===== src/hdl/mbrpeb_pkg.sv =====
package mbrpeb_pkg;

	localparam int DATA_W = 32;
	localparam int CYL_W = 14;
	localparam int HEAD_W = 8;
	localparam int DIV_STEPS = DATA_W / 2;
	localparam int DIV_CNT_W = $clog2(DIV_STEPS);

	localparam logic [DATA_W-1:0] RESERVED_SECTORS = 32'd32768;
	localparam int SECTORS_PER_TRACK = 63;
	localparam int CYL_LIMIT = 1024;
	localparam int HEAD_LIMIT = 256;
	localparam logic [7:0] TYPE_BYTE = 8'h07;
	localparam logic [7:0] CYL_HIGH_MASK = 8'hC0;

	// floor((x / n) / 63) > 1024 holds exactly when (x / n) >= 63 * 1025
	localparam logic [DATA_W-1:0] CYL_OVER = DATA_W'(SECTORS_PER_TRACK * (CYL_LIMIT + 1));

	typedef enum logic [1:0] {
		ST_OK      = 2'd0,
		ST_EMPTY   = 2'd1,
		ST_INVALID = 2'd2,
		ST_ABORT   = 2'd3
	} status_t;

	typedef enum logic [2:0] {
		S_IDLE,
		S_SETUP,
		S_EVAL,
		S_DIV_END,
		S_DIV_TOT,
		S_DIV_BEG,
		S_DONE
	} state_t;

	typedef struct packed {
		logic              start;
		logic [DATA_W-1:0] dividend;
		logic [CYL_W-1:0]  divisor;
	} div_req_t;

	typedef struct packed {
		logic              busy;
		logic              done;
		logic [DATA_W-1:0] quotient;
	} div_rsp_t;

	// Head count: 16, doubling while the disk has more than 1024 cylinders,
	// 256 lowered to 255.
	function automatic logic [HEAD_W-1:0] head_count(input logic [DATA_W-1:0] total);
		logic [HEAD_W-1:0] n;
		logic              found;
		n = HEAD_W'(HEAD_LIMIT - 1);
		found = 1'b0;
		for (int k = 4; k < 8; k++) begin
			if (!found && ((total >> k) < CYL_OVER)) begin
				n = HEAD_W'(1 << k);
				found = 1'b1;
			end
		end
		return n;
	endfunction

	function automatic logic [CYL_W-1:0] cyl_size(input logic [HEAD_W-1:0] heads);
		return CYL_W'(heads) * CYL_W'(SECTORS_PER_TRACK);
	endfunction

endpackage


===== src/hdl/mbrpeb_div.sv =====
module mbrpeb_div import mbrpeb_pkg::*; (
	input  logic     clk,
	input  logic     arst_n,
	input  div_req_t req,
	output div_rsp_t rsp
);

	logic [DATA_W-1:0]    dvd_q;
	logic [CYL_W-1:0]     rem_q;
	logic [CYL_W-1:0]     dsr_q;
	logic [DIV_CNT_W-1:0] cnt_q;
	logic                 busy_q;
	logic                 done_q;

	logic [CYL_W:0]       a0, a1;
	logic [CYL_W-1:0]     r1, r2;
	logic                 q1, q2;

	// two restoring steps per cycle
	always_comb begin
		a0 = {rem_q, dvd_q[DATA_W-1]};
		q1 = (a0 >= {1'b0, dsr_q});
		r1 = q1 ? CYL_W'(a0 - {1'b0, dsr_q}) : a0[CYL_W-1:0];
		a1 = {r1, dvd_q[DATA_W-2]};
		q2 = (a1 >= {1'b0, dsr_q});
		r2 = q2 ? CYL_W'(a1 - {1'b0, dsr_q}) : a1[CYL_W-1:0];
	end

	always_ff @(posedge clk or negedge arst_n) begin
		if (!arst_n) begin
			busy_q <= 1'b0;
			done_q <= 1'b0;
			cnt_q  <= '0;
		end else begin
			done_q <= 1'b0;
			if (req.start) begin
				busy_q <= 1'b1;
				cnt_q  <= '0;
			end else if (busy_q) begin
				cnt_q <= cnt_q + 1'b1;
				if (cnt_q == DIV_CNT_W'(DIV_STEPS - 1)) begin
					busy_q <= 1'b0;
					done_q <= 1'b1;
				end
			end
		end
	end

	// dividend register fills with quotient bits as it shifts out
	always_ff @(posedge clk) begin
		if (req.start) begin
			dvd_q <= req.dividend;
			dsr_q <= req.divisor;
			rem_q <= '0;
		end else if (busy_q) begin
			dvd_q <= {dvd_q[DATA_W-3:0], q1, q2};
			rem_q <= r2;
		end
	end

	assign rsp.busy     = busy_q;
	assign rsp.done     = done_q;
	assign rsp.quotient = dvd_q;

endmodule


===== src/hdl/mbr_partition_entry_builder.sv =====
// Used slot that passes: setup, evaluation, then three passes of the shared radix-4 divider
// (end cylinder, disk cylinders, start cylinder), then hand-off to the result register.
// Empty, aborted, underflow and overflow slots skip the divider; an end inside cylinder 0 stops
// after the first pass and an end beyond the disk after the second. One beat at a time: in_ready
// is high only while idle, so a new beat waits until the last one is through. The block takes a
// new beat while the last result waits in the result register. Async active-low reset clears table state.
module mbr_partition_entry_builder import mbrpeb_pkg::*; (
	input  logic                clk,
	input  logic                arst_n,
	input  logic                cfg_valid,
	output logic                cfg_ready,
	input  logic [DATA_W-1:0]   disk_sectors,
	input  logic                in_valid,
	output logic                in_ready,
	input  logic [DATA_W-1:0]   partition_sectors,
	output logic                out_valid,
	input  logic                out_ready,
	output logic [1:0]          slot,
	output logic [1:0]          status,
	output logic                start_head,
	output logic [7:0]          start_sector_byte,
	output logic [7:0]          start_cylinder_byte,
	output logic [7:0]          system_type,
	output logic [7:0]          end_head,
	output logic [7:0]          end_sector_byte,
	output logic [7:0]          end_cylinder_byte,
	output logic [DATA_W-1:0]   start_lba,
	output logic [DATA_W-1:0]   sector_count
);

	state_t            state_q, state_d;
	div_req_t          div_req;
	div_rsp_t          div_rsp;

	logic [DATA_W-1:0] disk_q;
	logic [DATA_W-1:0] next_start_q;
	logic [1:0]        slot_cnt_q;
	logic              failed_q;
	logic              out_valid_q;

	logic [DATA_W-1:0] size_q;
	logic [HEAD_W-1:0] heads_q;
	logic [CYL_W-1:0]  cyl_q;
	logic [DATA_W-1:0] start_q;
	logic [DATA_W-1:0] count_q;
	logic [DATA_W-1:0] end_q;
	logic              pre_bad_q;
	status_t           stat_q;
	logic [DATA_W-1:0] equot_q;
	logic [DATA_W-1:0] bcyl_q;

	logic [1:0]        res_slot_q;
	status_t           res_status_q;
	logic              res_start_head_q;
	logic [7:0]        res_ssec_q, res_scyl_q, res_type_q;
	logic [7:0]        res_ehead_q, res_esec_q, res_ecyl_q;
	logic [DATA_W-1:0] res_lba_q, res_count_q;

	logic              in_fire, out_free, done_fire;
	logic              first_slot;
	logic [DATA_W:0]   start_ext, end_ext;
	logic [DATA_W-1:0] count_s;
	logic              under_s;
	logic [DATA_W-1:0] ecyl;

	assign cfg_ready = 1'b1;
	assign in_ready  = (state_q == S_IDLE);
	assign in_fire   = in_valid && in_ready;
	assign out_free  = !out_valid_q || out_ready;
	assign done_fire = (state_q == S_DONE) && out_free;
	assign first_slot = (slot_cnt_q == 2'd0);
	assign ecyl = equot_q - 1'b1;

	// slot 0 reservation and end sum
	always_comb begin
		under_s   = first_slot && (size_q < RESERVED_SECTORS);
		start_ext = {1'b0, next_start_q} + (first_slot ? {1'b0, RESERVED_SECTORS} : '0);
		count_s   = first_slot ? size_q - RESERVED_SECTORS : size_q;
		end_ext   = {1'b0, start_ext[DATA_W-1:0]} + {1'b0, count_s};
	end

	mbrpeb_div u_div (
		.clk    (clk),
		.arst_n (arst_n),
		.req    (div_req),
		.rsp    (div_rsp)
	);

	// sequencer: next state and divider issue
	always_comb begin
		state_d          = state_q;
		div_req.start    = 1'b0;
		div_req.dividend = end_q;
		div_req.divisor  = cyl_q;
		case (state_q)
			S_IDLE: begin
				if (in_fire) state_d = S_SETUP;
			end
			S_SETUP: state_d = S_EVAL;
			S_EVAL: begin
				if (failed_q || size_q == '0 || pre_bad_q) begin
					state_d = S_DONE;
				end else begin
					div_req.start = 1'b1;
					state_d = S_DIV_END;
				end
			end
			S_DIV_END: begin
				if (div_rsp.done) begin
					if (div_rsp.quotient == '0) begin
						state_d = S_DONE;
					end else begin
						div_req.start    = 1'b1;
						div_req.dividend = disk_q;
						state_d = S_DIV_TOT;
					end
				end
			end
			S_DIV_TOT: begin
				if (div_rsp.done) begin
					if (ecyl >= div_rsp.quotient) begin
						state_d = S_DONE;
					end else begin
						div_req.start    = 1'b1;
						div_req.dividend = start_q;
						state_d = S_DIV_BEG;
					end
				end
			end
			S_DIV_BEG: begin
				if (div_rsp.done) state_d = S_DONE;
			end
			S_DONE: begin
				if (out_free) state_d = S_IDLE;
			end
			default: state_d = S_IDLE;
		endcase
	end

	always_ff @(posedge clk or negedge arst_n) begin
		if (!arst_n) begin
			state_q <= S_IDLE;
		end else begin
			state_q <= state_d;
		end
	end

	// table state, configuration and output valid
	always_ff @(posedge clk or negedge arst_n) begin
		if (!arst_n) begin
			disk_q       <= '0;
			next_start_q <= '0;
			slot_cnt_q   <= '0;
			failed_q     <= 1'b0;
			out_valid_q  <= 1'b0;
		end else begin
			if (cfg_valid && cfg_ready) disk_q <= disk_sectors;
			if (done_fire) begin
				out_valid_q <= 1'b1;
				if (slot_cnt_q == 2'd3) begin
					slot_cnt_q   <= '0;
					next_start_q <= '0;
					failed_q     <= 1'b0;
				end else begin
					slot_cnt_q <= slot_cnt_q + 1'b1;
					if (stat_q == ST_INVALID) failed_q <= 1'b1;
					if (stat_q == ST_OK) next_start_q <= start_q + count_q;
				end
			end else if (out_ready) begin
				out_valid_q <= 1'b0;
			end
		end
	end

	// working registers of the entry
	always_ff @(posedge clk) begin
		case (state_q)
			S_IDLE: begin
				if (in_fire) size_q <= partition_sectors;
			end
			S_SETUP: begin
				heads_q   <= head_count(disk_q);
				cyl_q     <= cyl_size(head_count(disk_q));
				start_q   <= start_ext[DATA_W-1:0];
				count_q   <= count_s;
				end_q     <= end_ext[DATA_W-1:0];
				pre_bad_q <= under_s || end_ext[DATA_W];
			end
			S_EVAL: begin
				if (failed_q)             stat_q <= ST_ABORT;
				else if (size_q == '0)    stat_q <= ST_EMPTY;
				else if (pre_bad_q)       stat_q <= ST_INVALID;
				else                      stat_q <= ST_OK;
			end
			S_DIV_END: begin
				if (div_rsp.done) begin
					equot_q <= div_rsp.quotient;
					if (div_rsp.quotient == '0) stat_q <= ST_INVALID;
				end
			end
			S_DIV_TOT: begin
				if (div_rsp.done && ecyl >= div_rsp.quotient) stat_q <= ST_INVALID;
			end
			S_DIV_BEG: begin
				if (div_rsp.done) bcyl_q <= div_rsp.quotient;
			end
			default: begin
			end
		endcase
	end

	// result register; fields other than slot and status are zero unless ok
	always_ff @(posedge clk) begin
		if (done_fire) begin
			res_slot_q   <= slot_cnt_q;
			res_status_q <= stat_q;
			if (stat_q == ST_OK) begin
				res_start_head_q <= first_slot;
				res_ssec_q  <= (bcyl_q[9:2] & CYL_HIGH_MASK) | 8'd1;
				res_scyl_q  <= bcyl_q[7:0];
				res_type_q  <= TYPE_BYTE;
				res_ehead_q <= heads_q - 1'b1;
				res_esec_q  <= (ecyl[9:2] & CYL_HIGH_MASK) | 8'(SECTORS_PER_TRACK);
				res_ecyl_q  <= ecyl[7:0];
				res_lba_q   <= start_q;
				res_count_q <= count_q;
			end else begin
				res_start_head_q <= 1'b0;
				res_ssec_q  <= '0;
				res_scyl_q  <= '0;
				res_type_q  <= '0;
				res_ehead_q <= '0;
				res_esec_q  <= '0;
				res_ecyl_q  <= '0;
				res_lba_q   <= '0;
				res_count_q <= '0;
			end
		end
	end

	assign out_valid           = out_valid_q;
	assign slot                = res_slot_q;
	assign status              = res_status_q;
	assign start_head          = res_start_head_q;
	assign start_sector_byte   = res_ssec_q;
	assign start_cylinder_byte = res_scyl_q;
	assign system_type         = res_type_q;
	assign end_head            = res_ehead_q;
	assign end_sector_byte     = res_esec_q;
	assign end_cylinder_byte   = res_ecyl_q;
	assign start_lba           = res_lba_q;
	assign sector_count        = res_count_q;

	// divider finishes only while the sequencer waits on it
	a_div_done_state: assert property (@(posedge clk) disable iff (!arst_n)
		div_rsp.done |-> (state_q == S_DIV_END || state_q == S_DIV_TOT || state_q == S_DIV_BEG))
		else $error("divider result outside a divide state");

	// no new beat while the divider is running
	a_idle_div: assert property (@(posedge clk) disable iff (!arst_n)
		in_ready |-> !div_rsp.busy)
		else $error("input ready while divider busy");

	// a stalled result holds
	a_out_hold: assert property (@(posedge clk) disable iff (!arst_n)
		out_valid && !out_ready |=> out_valid && $stable(slot) && $stable(status)
			&& $stable(start_lba))
		else $error("result changed while stalled");

	// ok entries always carry the type byte
	a_ok_type: assert property (@(posedge clk) disable iff (!arst_n)
		done_fire && stat_q == ST_OK |=> system_type == TYPE_BYTE && out_valid)
		else $error("ok entry without type byte");

endmodule

===== config.mk =====
export PLATFORM = sky130hd
export DESIGN_NAME = mbr_partition_entry_builder
export DESIGN_NICKNAME = d
export VERILOG_FILES = /design/src/hdl/mbrpeb_pkg.sv /design/src/hdl/mbrpeb_div.sv /design/src/hdl/mbr_partition_entry_builder.sv
export SDC_FILE = /design/constraint.sdc
export NUM_CORES = 1
export LEC_CHECK = 0
export BUFFER_PORTS_ARGS = -buffer_cell sky130_fd_sc_hd__buf_2
export CAP_MARGIN = 20
export CORE_UTILIZATION = 50
export CTS_BUF_LIST = sky130_fd_sc_hd__clkbuf_4
export DETAILED_ROUTE_END_ITERATION = 10
export PLACE_DENSITY = 0.69
export SYNTH_ARGS = -nofsm -noshare
export SYNTH_HDL_FRONTEND = slang
export SYNTH_SLANG_ARGS = --single-unit

===== constraint.sdc =====
create_clock -name clk -period 18.5 [get_ports clk]
set_clock_uncertainty 0.15 [all_clocks]
set_input_delay 0.925 -clock clk [delete_from_list [all_inputs] [get_ports clk]]
set_output_delay 0.925 -clock clk [all_outputs]
set_load 0.01 [all_outputs]

==> metrics.md <==
| Metric | Value |
|---|---|
| Layout cells sized above 1 | `0.203` |
| Hold Crit Class | `in -> reg` |
| Static leakage | `10.6 nW` |
| Fill cell count | `3727` |
| Top cells by area, synth | `edfxtp_1, dfrtp_1, ha_1` |
| Tmin final | `6440 ps` |
| Setup TNS | `0 ps` |
| Synthesized area | `0.0222 mm2` |
| Status | `complete, no violations` |
| Cell row count | `76` |
| Final Wtd Congestion | `0.942` |
| Setup-failing EPs final | `0` |
| Crit path capture type | `flop` |
| Drc violations | `0` |
| Synth Flop Type | `edfxtp_1` |
| Area Overhead vs Synth | `13.1%` |
| Die Y | `213 um` |
| Clock transition at path regs | `70 ps` |
| CP Class | `reg -> reg` |
| Routed WL per cell | `20.3 um` |
| TritonCTS clock tree | `done` |
| RSZ-0062 raised after global routing | `false` |
| Sequential share of the synthesized area | `0.541` |
| Final period util | `0.348` |
| Largest net degree at the start of global routing | `61` |
| Maximum fanout along the worst path | `48` |
| Vias in the first global route | `16082` |
| Area after DPL | `0.0237 mm2` |
| GRT Max-Usage Layer | `met2` |
| Final Max Slew Viols | `0` |
| DR pass1 iterations | `5` |
| Post-CTS setup buffers | `0` |
| IO Pins | `189` |
| Met1 usage | `0.339` |
| Syn_area_per_cell | `11.5 um2` |
| Dpl hpwl | `43100 um` |
| Vias | `16148` |
| GR Layer Usage met3 | `0.0507` |
| Required @ worst endpoint | `18880 ps` |
| Global route total overflow | `0` |
| Most frequent cell after synthesis | `edfxtp_1` |
| GRT Util Overall | `0.261` |
| Num Clock Sinks | `418` |
| Drt first-iter violations | `1232` |
| Initial core utilization | `0.511` |
| Grt met2 use | `0.423` |
| Max-cap violations | `0` |
| Power per standard cell area | `73.8 mW/mm2` |
| Port buffer count | `177` |
| Post-DR vias/cell | `5.67` |
| Least-Margin Pin Slew | `926 ps` |
| Area share of the largest cell type after synthesis | `0.442` |
| Max Clock Freq | `155 MHz` |
| Dominant cell type by area after synthesis | `edfxtp_1` |
| Yosys cell types | `87` |
| CTS Buf Count | `108` |
| Final hold vios | `0` |
| Post-Syn Instances | `1932` |
| CP Launch Type | `flop` |
| First-pass GRT wire length | `88400 um` |
| Synth Register Bits | `418` |
| Max Buffers Root-to-Sink | `3` |
| Warnings, synthesis | `0` |
| Max-Slew Margin vs Limit | `0.377` |
| Number of synthesized flops with an enable pin | `327` |
| Root buf cell | `clkbuf_4` |
| Skew-Pair Late Insertion Delay | `850 ps` |
| Max VDD drop | `0.0535 mV` |
| Aggregate routed wire length | `57800 um` |
| Top cells by count, synth | `edfxtp_1, ha_1, nand2_1` |
| Die ar. | `0.0453 mm2` |
| H-tree depth | `3` |
| Die width | `213 um` |
| Final nets | `2391` |
| Final Instance Area | `0.0251 mm2` |
| Initial antenna violation count | `2` |
| Asr flop ratio synth | `0.184` |
| Arrival time at the worst endpoint | `6820 ps` |
| Core Box Area | `0.0435 mm2` |
| Post-route ant nets | `0` |
==> report_power, final <==
part | leakage (nW) | switching, mW | internal [mW]
clock | 0.861 | 0.377 | 0.432
sequential | 4.10 | 0.00905 | 1.01
combinational | 5.61 | 0.0140 | 0.0138
==> area by class of cell <==
| type | count | area [um2] | area share |
|---|---|---|---|
| inverter | 93 | 352 | 0.0140 |
| tap | 585 | 732 | 0.0291 |
| clock inverter | 27 | 139 | 0.00553 |
| sequential | 418 | 12000 | 0.478 |
| antenna | 1 | 2.50 | 0.0000996 |
| multi-input combinational | 1354 | 9530 | 0.379 |
| timing repair buffer | 198 | 1070 | 0.0425 |
| clock buffer | 171 | 1280 | 0.0511 |
==> what timing repair did <==
item,CTS,global route
hold endpoints to repair,36,0
hold buffers,1,0
resized for setup,0,0
==> routing by layer <==
metal / up-vias / wire [um]
met5: - / 0
met4: 0 / 1970
met3: 106 / 3760
met2: 587 / 27400
met1: 7785 / 24700
li1: 7670 / -
==> logic make-up after synthesis <==
family / count (synthesis) / share of synthesized area
adders and majority gates: 149 / 0.0862
other: 2 / 0.000338
xor gates and xnor gates: 138 / 0.0544
and+or+nand+nor: 572 / 0.132
AOI/OAI and AO/OA: 441 / 0.132
buffers and inverters: 169 / 0.0331
DFF: 418 / 0.541
muxes: 43 / 0.0213
==> path summary, 6_finish.rpt <==
kind | start | end | slack [ps] | cells past startpoint
max | equot_q[3] | u_div.dvd_q[30] | 12060 | 21
min | partition_sectors[22] | size_q[22] | 100 | 1
max reg2reg | equot_q[3] | u_div.dvd_q[30] | 12060 | 21
min reg2reg | cyl_q[9] | u_div.dsr_q[9] | 260 | 0
max in group asynchronous | arst_n | state_q[2] | 16680 | 3
min in group asynchronous | arst_n | next_start_q[7] | 460 | 2
==> placed cells by master (no fill, tap or decap), types with 12 or more instances in the layout <==
cell type	Yosys	routed
and2_1	90	90
o21bai_1	12	12
xor2_1	63	63
mux2_2	35	35
and3_1	17	17
edfxtp_1	327	327
a21oi_1	100	100
nor2b_1	12	12
dfxtp_1	14	14
ha_1	142	142
o21a_1	14	14
buf_4	23	20
nand2_1	142	141
xnor2_1	75	75
inv_1	92	90
nor3_1	30	28
nand2b_1	27	27
a31oi_1	44	44
nand4_1	22	22
a22oi_1	33	33
buf_2	6	176
clkbuf_4	0	171
nand3_1	23	23
o21ai_0	88	88
a21o_1	46	46
nor4_1	25	25
clkinv_1	1	18
o31ai_1	12	12
dfrtp_1	77	77
nor2_1	125	123
==> per-stage QoR <==
stage | setup slack, ps | power, mW | hold WS [ps] | util | std cells
global placement | 12140 | 1.06 | 250 | 0.545 | 2646
finish | 12060 | 1.85 | 103 | 0.578 | 2847
floorplan | 8810 | 1.05 | 250 | - | 1941
global route | 11480 | 1.93 | 27.4 | 0.578 | 2847
CTS | 12030 | 1.88 | 13.9 | 0.578 | 2845
detailed placement | 12090 | 1.07 | 255 | 0.545 | 2646
==> critical path: stages, from the launching register on <==
cell       delay, ps
edfxtp_1         430
nor4_1           500
nand2_1          230
or4_1            500
nor3_1           250
nand2b_1         210
nor2_1           160
xor2_1           160
ha_1             260
a21o_1           160
a21o_1           160
a2111oi_0        390
o21bai_1         120
a31oi_1          180
a21oi_1          120
nor3_2           120
buf_4            410
a211oi_2          80
buf_4            210
inv_2            570
buf_4            550
a31oi_1          170
==> state kept, by name (all words and copies together), names as in the netlist, 3 cells and up <==
name	cells
end_head	6
state_q	3
sector_count	32
u_div.dvd_q	32
heads_q	5
cyl_q	10
equot_q	32
bcyl_q	10
start_q	32
end_q	32
u_div.cnt_q	4
end_cylinder_byte	8
end_sector_byte	3
start_cylinder_byte	8
u_div.dsr_q	11
u_div.rem_q	14
next_start_q	32
count_q	32
size_q	32
disk_q	32
start_lba	32
No activity file was read; power rests on OpenSTA's default activity.
